`src/particle_lifetime_update_macros.svh`:
```
// Assertion helpers shared by the particle update RTL.
`ifndef PARTICLE_LIFETIME_UPDATE_MACROS_SVH
`define PARTICLE_LIFETIME_UPDATE_MACROS_SVH
`ifndef SYNTH
`define PLU_ASSERT(lbl, expr) \
    lbl: assert property (@(posedge i_clk) disable iff (!i_rst_n) (expr)) \
        else $error("particle update check failed");
`define PLU_ASSERT_IMPL(lbl, pre, post) \
    lbl: assert property (@(posedge i_clk) disable iff (!i_rst_n) (pre) |-> (post)) \
        else $error("particle update check failed");
`define PLU_ASSERT_NEXT(lbl, pre, post) \
    lbl: assert property (@(posedge i_clk) disable iff (!i_rst_n) (pre) |=> (post)) \
        else $error("particle update check failed");
`else
`define PLU_ASSERT(lbl, expr)
`define PLU_ASSERT_IMPL(lbl, pre, post)
`define PLU_ASSERT_NEXT(lbl, pre, post)
`endif
`endif

```
`src/plu_pkg.sv`:
```
package plu_pkg;

    localparam int FRAC_BITS_DEF = 16;
    localparam int QBITS         = 14;
    localparam int ALPHA_SHIFT   = 15;

    // Shared multiplier geometry: operand widths and digit size
    localparam int MUL_AW = 41;
    localparam int MUL_BW = 36;
    localparam int MUL_DW = 4;

    // Item kinds
    localparam logic [1:0] FUNC_TICK   = 2'd0;
    localparam logic [1:0] FUNC_SPAWN  = 2'd1;
    localparam logic [1:0] FUNC_KILL   = 2'd2;
    localparam logic [1:0] FUNC_UNUSED = 2'd3;

    // Register indexes
    localparam logic [1:0] CFG_VEL_X   = 2'd0;
    localparam logic [1:0] CFG_VEL_Y   = 2'd1;
    localparam logic [1:0] CFG_VEL_Z   = 2'd2;
    localparam logic [1:0] CFG_ANG_VEL = 2'd3;

    // Quaternion component selectors
    localparam logic [1:0] QC_W = 2'd0;
    localparam logic [1:0] QC_X = 2'd1;
    localparam logic [1:0] QC_Y = 2'd2;
    localparam logic [1:0] QC_Z = 2'd3;

    typedef logic [3:0] t_pair;   // {first selector, second selector}

    // Order of the ten quaternion products
    function automatic t_pair plu_qpair(input logic [3:0] k);
        t_pair p;
        case (k)
            4'd0:    p = {QC_W, QC_W};
            4'd1:    p = {QC_X, QC_X};
            4'd2:    p = {QC_Y, QC_Y};
            4'd3:    p = {QC_Z, QC_Z};
            4'd4:    p = {QC_X, QC_Y};
            4'd5:    p = {QC_X, QC_Z};
            4'd6:    p = {QC_Y, QC_Z};
            4'd7:    p = {QC_W, QC_X};
            4'd8:    p = {QC_W, QC_Y};
            4'd9:    p = {QC_W, QC_Z};
            default: p = {QC_W, QC_W};
        endcase
        return p;
    endfunction

    // Matrix entry walk: {row, column} for each of the nine products
    function automatic logic [3:0] plu_rowcol(input logic [3:0] idx);
        logic [3:0] rc;
        case (idx)
            4'd0:    rc = {2'd0, 2'd0};
            4'd1:    rc = {2'd0, 2'd1};
            4'd2:    rc = {2'd0, 2'd2};
            4'd3:    rc = {2'd1, 2'd0};
            4'd4:    rc = {2'd1, 2'd1};
            4'd5:    rc = {2'd1, 2'd2};
            4'd6:    rc = {2'd2, 2'd0};
            4'd7:    rc = {2'd2, 2'd1};
            4'd8:    rc = {2'd2, 2'd2};
            default: rc = {2'd0, 2'd0};
        endcase
        return rc;
    endfunction

endpackage

```
`src/plu_mul.sv`:
```
// Signed radix-16 serial multiplier: one digit of B per cycle.
module plu_mul #(
    parameter int AW = plu_pkg::MUL_AW,
    parameter int BW = plu_pkg::MUL_BW,
    parameter int DW = plu_pkg::MUL_DW
) (
    input  logic                 i_clk,
    input  logic                 i_rst_n,
    input  logic                 i_start,
    input  logic signed [AW-1:0] i_a,
    input  logic signed [BW-1:0] i_b,
    output logic                 o_done,
    output logic [AW+BW-1:0]     o_prod
);
    localparam int ND   = BW / DW;
    localparam int CW   = $clog2(ND);
    localparam int ACCW = AW + DW + 1;

    logic signed [AW-1:0]   r_a;
    logic signed [BW-1:0]   r_b;
    logic signed [ACCW-1:0] r_acc;
    logic [BW-1:0]          r_lo;
    logic [CW-1:0]          r_cnt;
    logic                   r_busy;
    logic                   r_done;

    logic                   last;
    logic signed [DW:0]     dig;
    logic signed [ACCW-1:0] pp;
    logic signed [ACCW-1:0] sum;
    logic [ACCW+BW-1:0]     full;

    // Top digit carries the sign of B
    always_comb begin
        last = (r_cnt == CW'(ND - 1));
        dig  = last ? {r_b[DW-1], r_b[DW-1:0]} : {1'b0, r_b[DW-1:0]};
        pp   = r_a * dig;
        sum  = r_acc + pp;
    end

    // Control
    always_ff @(posedge i_clk) begin
        if (!i_rst_n) begin
            r_busy <= 1'b0;
            r_done <= 1'b0;
            r_cnt  <= '0;
        end else begin
            r_done <= 1'b0;
            if (i_start) begin
                r_busy <= 1'b1;
                r_cnt  <= '0;
            end else if (r_busy) begin
                if (last) begin
                    r_busy <= 1'b0;
                    r_done <= 1'b1;
                end else begin
                    r_cnt <= r_cnt + 1'b1;
                end
            end
        end
    end

    // Accumulate one digit and shift the finished low bits out
    always_ff @(posedge i_clk) begin
        if (i_start) begin
            r_a   <= i_a;
            r_b   <= i_b;
            r_acc <= '0;
            r_lo  <= '0;
        end else if (r_busy) begin
            r_b   <= r_b >>> DW;
            r_acc <= sum >>> DW;
            r_lo  <= {sum[DW-1:0], r_lo[BW-1:DW]};
        end
    end

    assign full   = {r_acc, r_lo};
    assign o_prod = full[AW+BW-1:0];
    assign o_done = r_done;

endmodule

```
`src/plu_div.sv`:
```
// Restoring divider, one quotient bit per cycle; expects i_num <= i_den.
module plu_div #(
    parameter int QW = 17
) (
    input  logic          i_clk,
    input  logic          i_rst_n,
    input  logic          i_start,
    input  logic [31:0]   i_num,
    input  logic [31:0]   i_den,
    output logic          o_done,
    output logic [QW-1:0] o_quot
);
    localparam int CW = $clog2(QW);

    logic [32:0]   r_rem;
    logic [31:0]   r_den;
    logic [QW-1:0] r_quot;
    logic [CW-1:0] r_cnt;
    logic          r_busy;
    logic          r_done;

    logic [32:0]   trial;
    logic          ge;
    logic [32:0]   rem_next;

    // First step compares the numerator itself, later ones the doubled remainder
    always_comb begin
        trial    = (r_cnt == '0) ? r_rem : {r_rem[31:0], 1'b0};
        ge       = (trial >= {1'b0, r_den});
        rem_next = ge ? (trial - {1'b0, r_den}) : trial;
    end

    always_ff @(posedge i_clk) begin
        if (!i_rst_n) begin
            r_busy <= 1'b0;
            r_done <= 1'b0;
            r_cnt  <= '0;
        end else begin
            r_done <= 1'b0;
            if (i_start) begin
                r_busy <= 1'b1;
                r_cnt  <= '0;
            end else if (r_busy) begin
                if (r_cnt == CW'(QW - 1)) begin
                    r_busy <= 1'b0;
                    r_done <= 1'b1;
                end else begin
                    r_cnt <= r_cnt + 1'b1;
                end
            end
        end
    end

    always_ff @(posedge i_clk) begin
        if (i_start) begin
            r_rem  <= {1'b0, i_num};
            r_den  <= i_den;
            r_quot <= '0;
        end else if (r_busy) begin
            r_rem  <= rem_next;
            r_quot <= {r_quot[QW-2:0], ge};
        end
    end

    assign o_done = r_done;
    assign o_quot = r_quot;

endmodule

```
`src/particle_lifetime_update.sv`:
```
// Channel   | Direction | Payload
// s_axis    | in        | tuser: func; tdata: time, quaternion, spawn fields
// m_axis    | out       | tdata: particle state after the item
// cfg       | in        | write enable, index, 32-bit data (velocity, spin rate)
//
// A live tick runs 25 products through the shared radix-16 multiplier,
// the life division running alongside.
// Spawn, kill, ticks on a dead or spent particle and unused codes skip the multiplier.
// Reset is synchronous and clears the particle and the registers to zero.
// A finished item waits in the output register while the next item is taken;
// the next item stalls in its last cycle only if that register is still full.
`include "particle_lifetime_update_macros.svh"
module particle_lifetime_update #(
    parameter int FRAC_BITS = plu_pkg::FRAC_BITS_DEF
) (
    input  logic         i_clk,
    input  logic         i_rst_n,
    input  logic         i_s_axis_tvalid,
    output logic         o_s_axis_tready,
    // time_value[31:0], quat_w[47:32], quat_x[63:48], quat_y[79:64], quat_z[95:80],
    // spawn_pos_x[127:96], spawn_pos_y[159:128], spawn_pos_z[191:160],
    // spawn_size[223:192], spawn_grow[255:224], spawn_angle[287:256]
    input  logic [287:0] i_s_axis_tdata,
    // func[1:0]
    input  logic [1:0]   i_s_axis_tuser,
    output logic         o_m_axis_tvalid,
    input  logic         i_m_axis_tready,
    // alive[0], pos_x[32:1], pos_y[64:33], pos_z[96:65], alpha[112:97],
    // angle[144:113], size[176:145], zero fill above
    output logic [183:0] o_m_axis_tdata,
    input  logic         i_cfg_we,
    input  logic [1:0]   i_cfg_idx,
    input  logic [31:0]  i_cfg_data
);
    import plu_pkg::*;

    localparam int DIV_K  = (FRAC_BITS > ALPHA_SHIFT) ? FRAC_BITS : ALPHA_SHIFT;
    localparam int DIV_QW = DIV_K + 1;
    localparam int PW     = MUL_AW + MUL_BW;
    localparam int FW     = FRAC_BITS + 34;
    localparam logic [FRAC_BITS:0] LIFE_ONE   = {1'b1, {FRAC_BITS{1'b0}}};
    localparam logic [15:0]        ALPHA_FULL = 16'h8000;

    localparam logic [1:0] S_IDLE   = 2'd0;
    localparam logic [1:0] S_MSTART = 2'd1;
    localparam logic [1:0] S_MWAIT  = 2'd2;
    localparam logic [1:0] S_DONE   = 2'd3;

    localparam logic [4:0] STEP_MV0  = 5'd10;
    localparam logic [4:0] STEP_POS0 = 5'd19;
    localparam logic [4:0] STEP_POS1 = 5'd20;
    localparam logic [4:0] STEP_POS2 = 5'd21;
    localparam logic [4:0] STEP_ANG  = 5'd22;
    localparam logic [4:0] STEP_FAC  = 5'd23;
    localparam logic [4:0] STEP_SIZE = 5'd24;

    // Input fields
    logic [1:0]         in_func;
    logic [31:0]        in_time;
    logic signed [15:0] in_qw, in_qx, in_qy, in_qz;
    logic               s_acc;
    logic               tick_live;
    logic [31:0]        el_left;

    // Configuration
    logic signed [31:0] r_vel_x, r_vel_y, r_vel_z, r_angvel;

    // Particle state
    logic               r_active;
    logic [31:0]        r_te, r_el;
    logic [31:0]        r_px, r_py, r_pz;
    logic [31:0]        r_angle, r_is, r_grow, r_size;
    logic [15:0]        r_alpha;

    // Sequencer and output
    logic [1:0]         r_state;
    logic [4:0]         r_step;
    logic               r_div_done;
    logic               r_ovalid;
    logic [183:0]       r_odata;
    logic               out_free;

    // Working registers of a tick
    logic [31:0]        r_dt;
    logic signed [15:0] r_qw, r_qx, r_qy, r_qz;
    logic signed [31:0] r_qp [10];
    logic signed [53:0] r_racc;
    logic signed [39:0] r_rot [3];
    logic [FRAC_BITS:0] r_life;
    logic [31:0]        r_factor;

    // Shared units
    logic                     mul_start, mul_done;
    logic signed [MUL_AW-1:0] mul_a;
    logic signed [MUL_BW-1:0] mul_b;
    logic [PW-1:0]            mul_prod;
    logic                     div_start, div_done;
    logic [DIV_QW-1:0]        div_quot;

    // Datapath helpers
    t_pair              qpair;
    logic [3:0]         mv_idx;
    logic [3:0]         rowcol;
    logic signed [15:0] q_a, q_b;
    logic signed [35:0] s_term, m_full;
    logic signed [20:0] m_red;
    logic signed [31:0] v_sel;
    logic signed [53:0] p_mv, racc_next;
    logic [31:0]        scaled;
    logic [FW-1:0]      fac_sum;
    logic               size_sat;
    logic [1:0]         pos_idx;

    assign in_func   = i_s_axis_tuser;
    assign in_time   = i_s_axis_tdata[31:0];
    assign in_qw     = i_s_axis_tdata[47:32];
    assign in_qx     = i_s_axis_tdata[63:48];
    assign in_qy     = i_s_axis_tdata[79:64];
    assign in_qz     = i_s_axis_tdata[95:80];

    assign o_s_axis_tready = (r_state == S_IDLE);
    assign s_acc     = i_s_axis_tvalid && o_s_axis_tready;
    assign tick_live = (in_func == FUNC_TICK) && r_active && (in_time < r_el);
    assign el_left   = r_el - in_time;
    assign div_start = s_acc && tick_live;
    assign out_free  = !r_ovalid || i_m_axis_tready;

    plu_mul #(
        .AW (MUL_AW),
        .BW (MUL_BW),
        .DW (MUL_DW)
    ) u_mul (
        .i_clk   (i_clk),
        .i_rst_n (i_rst_n),
        .i_start (mul_start),
        .i_a     (mul_a),
        .i_b     (mul_b),
        .o_done  (mul_done),
        .o_prod  (mul_prod)
    );

    plu_div #(
        .QW (DIV_QW)
    ) u_div (
        .i_clk   (i_clk),
        .i_rst_n (i_rst_n),
        .i_start (div_start),
        .i_num   (el_left),
        .i_den   (r_te),
        .o_done  (div_done),
        .o_quot  (div_quot)
    );

    // Pick the quaternion components for the current product
    always_comb begin
        qpair = plu_qpair(r_step[3:0]);
        case (qpair[3:2])
            QC_W:    q_a = r_qw;
            QC_X:    q_a = r_qx;
            QC_Y:    q_a = r_qy;
            default: q_a = r_qz;
        endcase
        case (qpair[1:0])
            QC_W:    q_b = r_qw;
            QC_X:    q_b = r_qx;
            QC_Y:    q_b = r_qy;
            default: q_b = r_qz;
        endcase
    end

    // Form one rotation matrix entry from the stored products
    always_comb begin
        mv_idx = 4'(r_step - STEP_MV0);
        rowcol = plu_rowcol(mv_idx);
        s_term = 36'(r_qp[0]) - 36'(r_qp[1]) - 36'(r_qp[2]) - 36'(r_qp[3]);
        case (mv_idx)
            4'd0:    m_full = s_term + 2 * 36'(r_qp[1]);
            4'd1:    m_full = 2 * 36'(r_qp[4]) - 2 * 36'(r_qp[9]);
            4'd2:    m_full = 2 * 36'(r_qp[5]) + 2 * 36'(r_qp[8]);
            4'd3:    m_full = 2 * 36'(r_qp[4]) + 2 * 36'(r_qp[9]);
            4'd4:    m_full = s_term + 2 * 36'(r_qp[2]);
            4'd5:    m_full = 2 * 36'(r_qp[6]) - 2 * 36'(r_qp[7]);
            4'd6:    m_full = 2 * 36'(r_qp[5]) - 2 * 36'(r_qp[8]);
            4'd7:    m_full = 2 * 36'(r_qp[6]) + 2 * 36'(r_qp[7]);
            4'd8:    m_full = s_term + 2 * 36'(r_qp[3]);
            default: m_full = '0;
        endcase
        m_red = m_full[34:14];
        case (rowcol[1:0])
            2'd0:    v_sel = r_vel_x;
            2'd1:    v_sel = r_vel_y;
            default: v_sel = r_vel_z;
        endcase
        pos_idx = 2'(r_step - STEP_POS0);
    end

    // Drive the multiplier operands for the current step
    always_comb begin
        mul_a = '0;
        mul_b = '0;
        priority if (r_step < STEP_MV0) begin
            mul_a = MUL_AW'(q_a);
            mul_b = MUL_BW'(q_b);
        end else if (r_step < STEP_POS0) begin
            mul_a = MUL_AW'(m_red);
            mul_b = MUL_BW'(v_sel);
        end else if (r_step < STEP_ANG) begin
            mul_a = MUL_AW'(r_rot[pos_idx]);
            mul_b = MUL_BW'(r_dt);
        end else if (r_step == STEP_ANG) begin
            mul_a = MUL_AW'(r_angvel);
            mul_b = MUL_BW'(r_dt);
        end else if (r_step == STEP_FAC) begin
            mul_a = MUL_AW'(r_grow);
            mul_b = MUL_BW'(LIFE_ONE - r_life);
        end else begin
            mul_a = MUL_AW'(r_is);
            mul_b = MUL_BW'(r_factor);
        end
    end

    // Results of the finished product
    always_comb begin
        p_mv      = mul_prod[53:0];
        racc_next = (rowcol[1:0] == 2'd0) ? p_mv : (r_racc + p_mv);
        scaled    = mul_prod[FRAC_BITS+31 -: 32];
        fac_sum   = mul_prod[FW-1:0] + FW'({r_life, {FRAC_BITS{1'b0}}});
        size_sat  = |mul_prod[63:FRAC_BITS+32];
        mul_start = (r_state == S_MSTART) && ((r_step != STEP_FAC) || r_div_done);
    end

    // Configuration writes
    always_ff @(posedge i_clk) begin
        if (!i_rst_n) begin
            r_vel_x  <= '0;
            r_vel_y  <= '0;
            r_vel_z  <= '0;
            r_angvel <= '0;
        end else if (i_cfg_we) begin
            unique case (i_cfg_idx)
                CFG_VEL_X:   r_vel_x  <= i_cfg_data;
                CFG_VEL_Y:   r_vel_y  <= i_cfg_data;
                CFG_VEL_Z:   r_vel_z  <= i_cfg_data;
                CFG_ANG_VEL: r_angvel <= i_cfg_data;
            endcase
        end
    end

    // Sequencer and particle state
    always_ff @(posedge i_clk) begin
        if (!i_rst_n) begin
            r_state    <= S_IDLE;
            r_step     <= '0;
            r_div_done <= 1'b0;
            r_ovalid   <= 1'b0;
            r_active   <= 1'b0;
            r_te       <= '0;
            r_el       <= '0;
            r_px       <= '0;
            r_py       <= '0;
            r_pz       <= '0;
            r_angle    <= '0;
            r_is       <= '0;
            r_grow     <= '0;
            r_size     <= '0;
            r_alpha    <= '0;
        end else begin
            // Mark the output register full when an item finishes; release it once taken
            if (r_state == S_DONE && out_free) begin
                r_ovalid <= 1'b1;
            end else if (i_m_axis_tready) begin
                r_ovalid <= 1'b0;
            end

            if (div_start) begin
                r_div_done <= 1'b0;
            end else if (div_done) begin
                r_div_done <= 1'b1;
                if (r_te == '0) begin
                    r_alpha <= '0;
                end else begin
                    r_alpha <= div_quot[DIV_K-ALPHA_SHIFT +: 16];
                end
            end

            unique case (r_state)
                S_IDLE: begin
                    if (s_acc) begin
                        r_state <= S_DONE;
                        priority if (in_func == FUNC_SPAWN) begin
                            r_active <= 1'b1;
                            r_te     <= in_time;
                            r_el     <= in_time;
                            r_px     <= i_s_axis_tdata[127:96];
                            r_py     <= i_s_axis_tdata[159:128];
                            r_pz     <= i_s_axis_tdata[191:160];
                            r_is     <= i_s_axis_tdata[223:192];
                            r_size   <= i_s_axis_tdata[223:192];
                            r_grow   <= i_s_axis_tdata[255:224];
                            r_angle  <= i_s_axis_tdata[287:256];
                            r_alpha  <= ALPHA_FULL;
                        end else if (in_func == FUNC_KILL) begin
                            r_active <= 1'b0;
                        end else if (tick_live) begin
                            r_el    <= el_left;
                            r_step  <= '0;
                            r_state <= S_MSTART;
                        end else if (in_func == FUNC_TICK && r_active) begin
                            // energy used up
                            r_el     <= '0;
                            r_active <= 1'b0;
                        end
                    end
                end
                S_MSTART: begin
                    if (mul_start) begin
                        r_state <= S_MWAIT;
                    end
                end
                S_MWAIT: begin
                    if (mul_done) begin
                        if (r_step == STEP_POS0) r_px <= r_px + scaled;
                        if (r_step == STEP_POS1) r_py <= r_py + scaled;
                        if (r_step == STEP_POS2) r_pz <= r_pz + scaled;
                        if (r_step == STEP_ANG)  r_angle <= r_angle + scaled;
                        if (r_step == STEP_SIZE) begin
                            r_size  <= size_sat ? 32'hFFFF_FFFF : scaled;
                            r_state <= S_DONE;
                        end else begin
                            r_step  <= r_step + 1'b1;
                            r_state <= S_MSTART;
                        end
                    end
                end
                S_DONE: begin
                    if (out_free) begin
                        r_state <= S_IDLE;
                    end
                end
            endcase
        end
    end

    // Working registers of a tick
    always_ff @(posedge i_clk) begin
        if (div_start) begin
            r_dt <= in_time;
            r_qw <= in_qw;
            r_qx <= in_qx;
            r_qy <= in_qy;
            r_qz <= in_qz;
        end
        if (div_done) begin
            r_life <= (r_te == '0) ? '0 : div_quot[DIV_K-FRAC_BITS +: FRAC_BITS+1];
        end
        if (r_state == S_MWAIT && mul_done) begin
            priority if (r_step < STEP_MV0) begin
                r_qp[r_step[3:0]] <= mul_prod[31:0];
            end else if (r_step < STEP_POS0) begin
                r_racc <= racc_next;
                if (rowcol[1:0] == 2'd2) begin
                    r_rot[rowcol[3:2]] <= racc_next[53:14];
                end
            end else if (r_step == STEP_FAC) begin
                r_factor <= fac_sum[FRAC_BITS+31 -: 32];
            end
        end
    end

    // Output register
    always_ff @(posedge i_clk) begin
        if (r_state == S_DONE && out_free) begin
            r_odata <= {7'd0, r_size, r_angle, r_alpha, r_pz, r_py, r_px, r_active};
        end
    end

    assign o_m_axis_tvalid = r_ovalid;
    assign o_m_axis_tdata  = r_odata;

    `PLU_ASSERT(a_energy_order, r_el <= r_te)
    `PLU_ASSERT(a_alpha_max, r_alpha <= ALPHA_FULL)
    `PLU_ASSERT_IMPL(a_fac_after_div, mul_start && r_step == STEP_FAC, r_div_done)
    `PLU_ASSERT_NEXT(a_kill_clears, s_acc && in_func == FUNC_KILL, !r_active)

endmodule
```
`config.mk`:
```
export PLATFORM = sky130hd
export DESIGN_NAME = particle_lifetime_update
export DESIGN_NICKNAME = d
export VERILOG_FILES = /design/src/plu_pkg.sv /design/src/plu_mul.sv /design/src/plu_div.sv /design/src/particle_lifetime_update.sv
export VERILOG_INCLUDE_DIRS = /design/src /design/src/src
export SDC_FILE = /design/constraint.sdc
export NUM_CORES = 2
export LEC_CHECK = 0
export BUFFER_PORTS_ARGS = -buffer_cell sky130_fd_sc_hd__buf_2
export CAP_MARGIN = 0
export CORE_AREA = 4 4 516 518
export DETAILED_ROUTE_END_ITERATION = 10
export DIE_AREA = 0 0 520 522
export PLACE_DENSITY = 0.53
export RECOVER_POWER = 50
export SLEW_MARGIN = 20
export SYNTH_ARGS = -nofsm -noshare
export SYNTH_HDL_FRONTEND = slang
export SYNTH_SLANG_ARGS = --single-unit
```
`constraint.sdc`:
```
create_clock -name i_clk -period 32 [get_ports i_clk]
set_clock_uncertainty 0.05 [all_clocks]
set_input_delay 4.8 -clock i_clk [delete_from_list [all_inputs] [get_ports i_clk]]
set_output_delay 4.8 -clock i_clk [all_outputs]
set_load 0.05 [all_outputs]
```
==> out/results.txt <==
Leakage Power -> 42.0 nW
clock power share -> 34.8%
Post-Synthesis Cells -> 9,416
overall power -> 0.00593 W
DIE HEIGHT -> 522 um
Remaining Overflow, GRT -> 0
IO Count -> 515
Via density -> 5.48
synth unique cells -> 92
fmax -> 102 MHz
Synth async-reset ratio -> 0%
WP data arrival -> 10.28 ns
Clock Sinks -> 1,509
# rows -> 188
GRT met3 Usage -> 4.09%
register area -> 39,800 um^2
remaining antenna violation count -> 0
# Post-CTS Setup Buffers -> 0
share of the synthesized area in the top cell type -> 31.4%
post-synthesis cell area -> 91,200 um^2
die area -> 271,000 um^2
CP max FO -> 68
Remaining DRCs -> 0
hold buffer count at CTS -> 0
layout cell share with drive strength beyond 1 -> 10.5%
critical path class -> flip-flop to flip-flop
internal power -> 0.00395 W
worst min path class -> flip-flop to flip-flop
count of final setup violators -> 0
Clk Latency, worst-skew pair -> 0.84 ns
post-DP HPWL -> 235 mm
core area -> 262,000 um^2
post-synth top area cell -> edfxtp_1
Final period util -> 30.5%
P&R area growth vs syn -> 13.3%
Num CTS Buffers -> 174
CTS max path bufs -> 3
unrepaired setup endpoints after global routing -> no
combinational share of power -> 27.6%
top post-synthesis cells by area -> edfxtp_1 31%, dfxtp_1 12%, ha_1 8.5%
multi-input logic area -> 47,200 um^2
# H-tree levels -> 4
Initial Util -> 34.9%
pin count of the biggest net entering global routing -> 118
DR iter-0 viols -> 6,378
Final Slew Violations -> 1,029
met2 usage -> 37.0%
critical path required time -> 32.51 ns
GPL Wtd Cong -> 0.920
GRT Overall Usage -> 23.1%
status -> finished, violations left
Seq/Total Area, Yosys -> 43.6%
synth warn -> 0
first-pass GRT wire length -> 475 mm
fillers -> 26.0k
Root Driver -> clkbuf_16
NumNets Final -> 11.0k
cts repair resizes -> 0
vias in the first global route -> 72.4k
DR vias -> 73.7k
Cell Pwr Density -> 57.4 nW/um^2
GR peak layer -> met2
Avg Cell Area, Syn -> 9.69 um^2
Worst slew margin -> -192%
switching part of the total power -> 33.4%
worst-margin pin slew -> 4.38 ns
EDFF count, synth -> 954
Detailed Routing Iterations Pass 1 -> 6
Max Cap Violations -> 30
VDD IR max -> 0.0000573 V
failing checks -> capacitance limit, slew limit
Hold Fails Final Rpt -> 0
DR WL/cell -> 24.1 um
type of origin of the critical path -> flip-flop
count leader, synth -> nand2_1
top_reg_cell synth -> edfxtp_1
WL final -> 324 mm
initial antenna violation count -> 41
Post-synth top cells -> 1,195 x nand2_1, 954 x edfxtp_1, 873 x a21oi_1
Port Buf Inserts -> 507
total net switching power -> 0.00198 W
die width -> 520 um
Setup TNS -> 0 ns
CTS tree -> done
Final min period -> 9.77 ns
flops & latches, synth -> 1,509
critical path capture point type -> flip-flop
CTS clk-pin slew, worst paths -> 0.06 ns
sequential share of power -> 37.6%
GR Util met1 -> 29.9%
==> critical path: stages, from the launching register on <==
cell and delay, ns:
dfxtp_1 0.88, ha_1 0.74, nand3_1 1.07, nor2_1 0.07
nor2_1 0.17, nand2_1 0.35, clkinvlp_2 0.37, clkbuf_1 3.10
clkbuf_1 2.32, nor2_1 0.28
==> final cells by class <==
type | count | share of cell area (%)
diodes | 18 | 0.0436
clock buffers | 219 | 4.61
clock inverters | 105 | 1.05
inverters | 721 | 2.63
multi-input cells | 6723 | 45.6
flip-flops and latches | 1509 | 38.5
well taps | 3515 | 4.25
repair buffers | 647 | 3.32
==> power groups by stage <==
| stage | Combinational, W | Clock, W | Sequential (W) |
|---|---|---|---|
| after detailed placement | 0.00162 | 0 | 0.00227 |
| after global routing | 0.00182 | 0.00219 | 0.00224 |
| after global placement | 0.00160 | 0 | 0.00227 |
| final | 0.00164 | 0.00207 | 0.00223 |
| after CTS | 0.00163 | 0.00211 | 0.00223 |
| after floorplan | 0.00111 | 0 | 0.00227 |
==> layer usage <==
metal	part of all wire, %	up-vias	wire [um]
met1	42	36300	136000
li1	-	34300	-
met4	5.8	22	18900
met5	0.050	-	163
met2	45	2571	147000
met3	6.6	576	21400
==> path summary, 6_finish.rpt <==
path | startpoint | endpoint | slack (ns) | cells after the start
hold reg to reg | r_size[13]$_SDFFE_PN0P_ | o_m_axis_tdata[158]$_DFFE_PP_ | 0.38 | 0
setup reg to reg | r_step[0]$_SDFFE_PN0P_ | u_mul.r_lo[35]$_SDFFE_PP0P_ | 22.23 | 9
hold / removal | r_size[13]$_SDFFE_PN0P_ | o_m_axis_tdata[158]$_DFFE_PP_ | 0.38 | 0
setup / recovery | r_step[0]$_SDFFE_PN0P_ | u_mul.r_lo[35]$_SDFFE_PP0P_ | 22.23 | 9
==> flip-flops by register name (all words and copies together) (netlist names), 33 cells and up <==
register / count
r_qp: 320
u_mul.r_a: 40
u_mul.r_acc: 42
r_racc: 54
u_div.r_rem: 33
u_mul.r_lo: 36
r_rot: 120
u_mul.r_b: 34
o_m_axis_tdata: 177
==> metrics by stage <==
stage               utilization, %  hold slack (ns)  instances  area (um^2)  setup WS, ns
finish                        39.5            0.377      13500       103000         22.23
floorplan                        -            0.358       9422        91300         18.52
global placement              37.4            0.365      13100        97700         22.24
global route                  39.5            0.391      13400       103000         21.72
detailed placement            37.4            0.364      13100        97700         22.20
CTS                           39.6            0.369      13400       104000         23.16
==> layout by cell type, fill, tap and decap left out, types with 100 or more instances in the layout <==
cell type / count
a21oi_1: 868
clkbuf_1: 104
xor2_1: 130
nand2_1: 1193
o211ai_1: 106
nor3_1: 109
nor2_1: 678
a21boi_0: 119
fa_1: 238
clkbuf_16: 179
xnor2_1: 223
inv_1: 718
ha_1: 616
buf_2: 459
edfxtp_1: 954
and2_1: 100
a21o_1: 226
buf_4: 108
mux2i_1: 196
dfxtp_1: 551
o21ai_0: 454
nand3_1: 112
==> kinds of logic (layout without fill, tap and decap cells) <==
family,count (synthesis),after routing,share of synthesized area [%]
xor gates and xnor gates,355,355,3.42
muxes,261,261,3.35
other,1,25,0.00411
AOI/OAI and AO/OA,2585,2585,18.1
and+or+nand+nor,2659,2659,12.9
DFF,1509,1509,43.6
buffers and inverters,1190,1692,4.94
adders and majority gates,856,856,13.7
(Power assumes the default switching activity.)
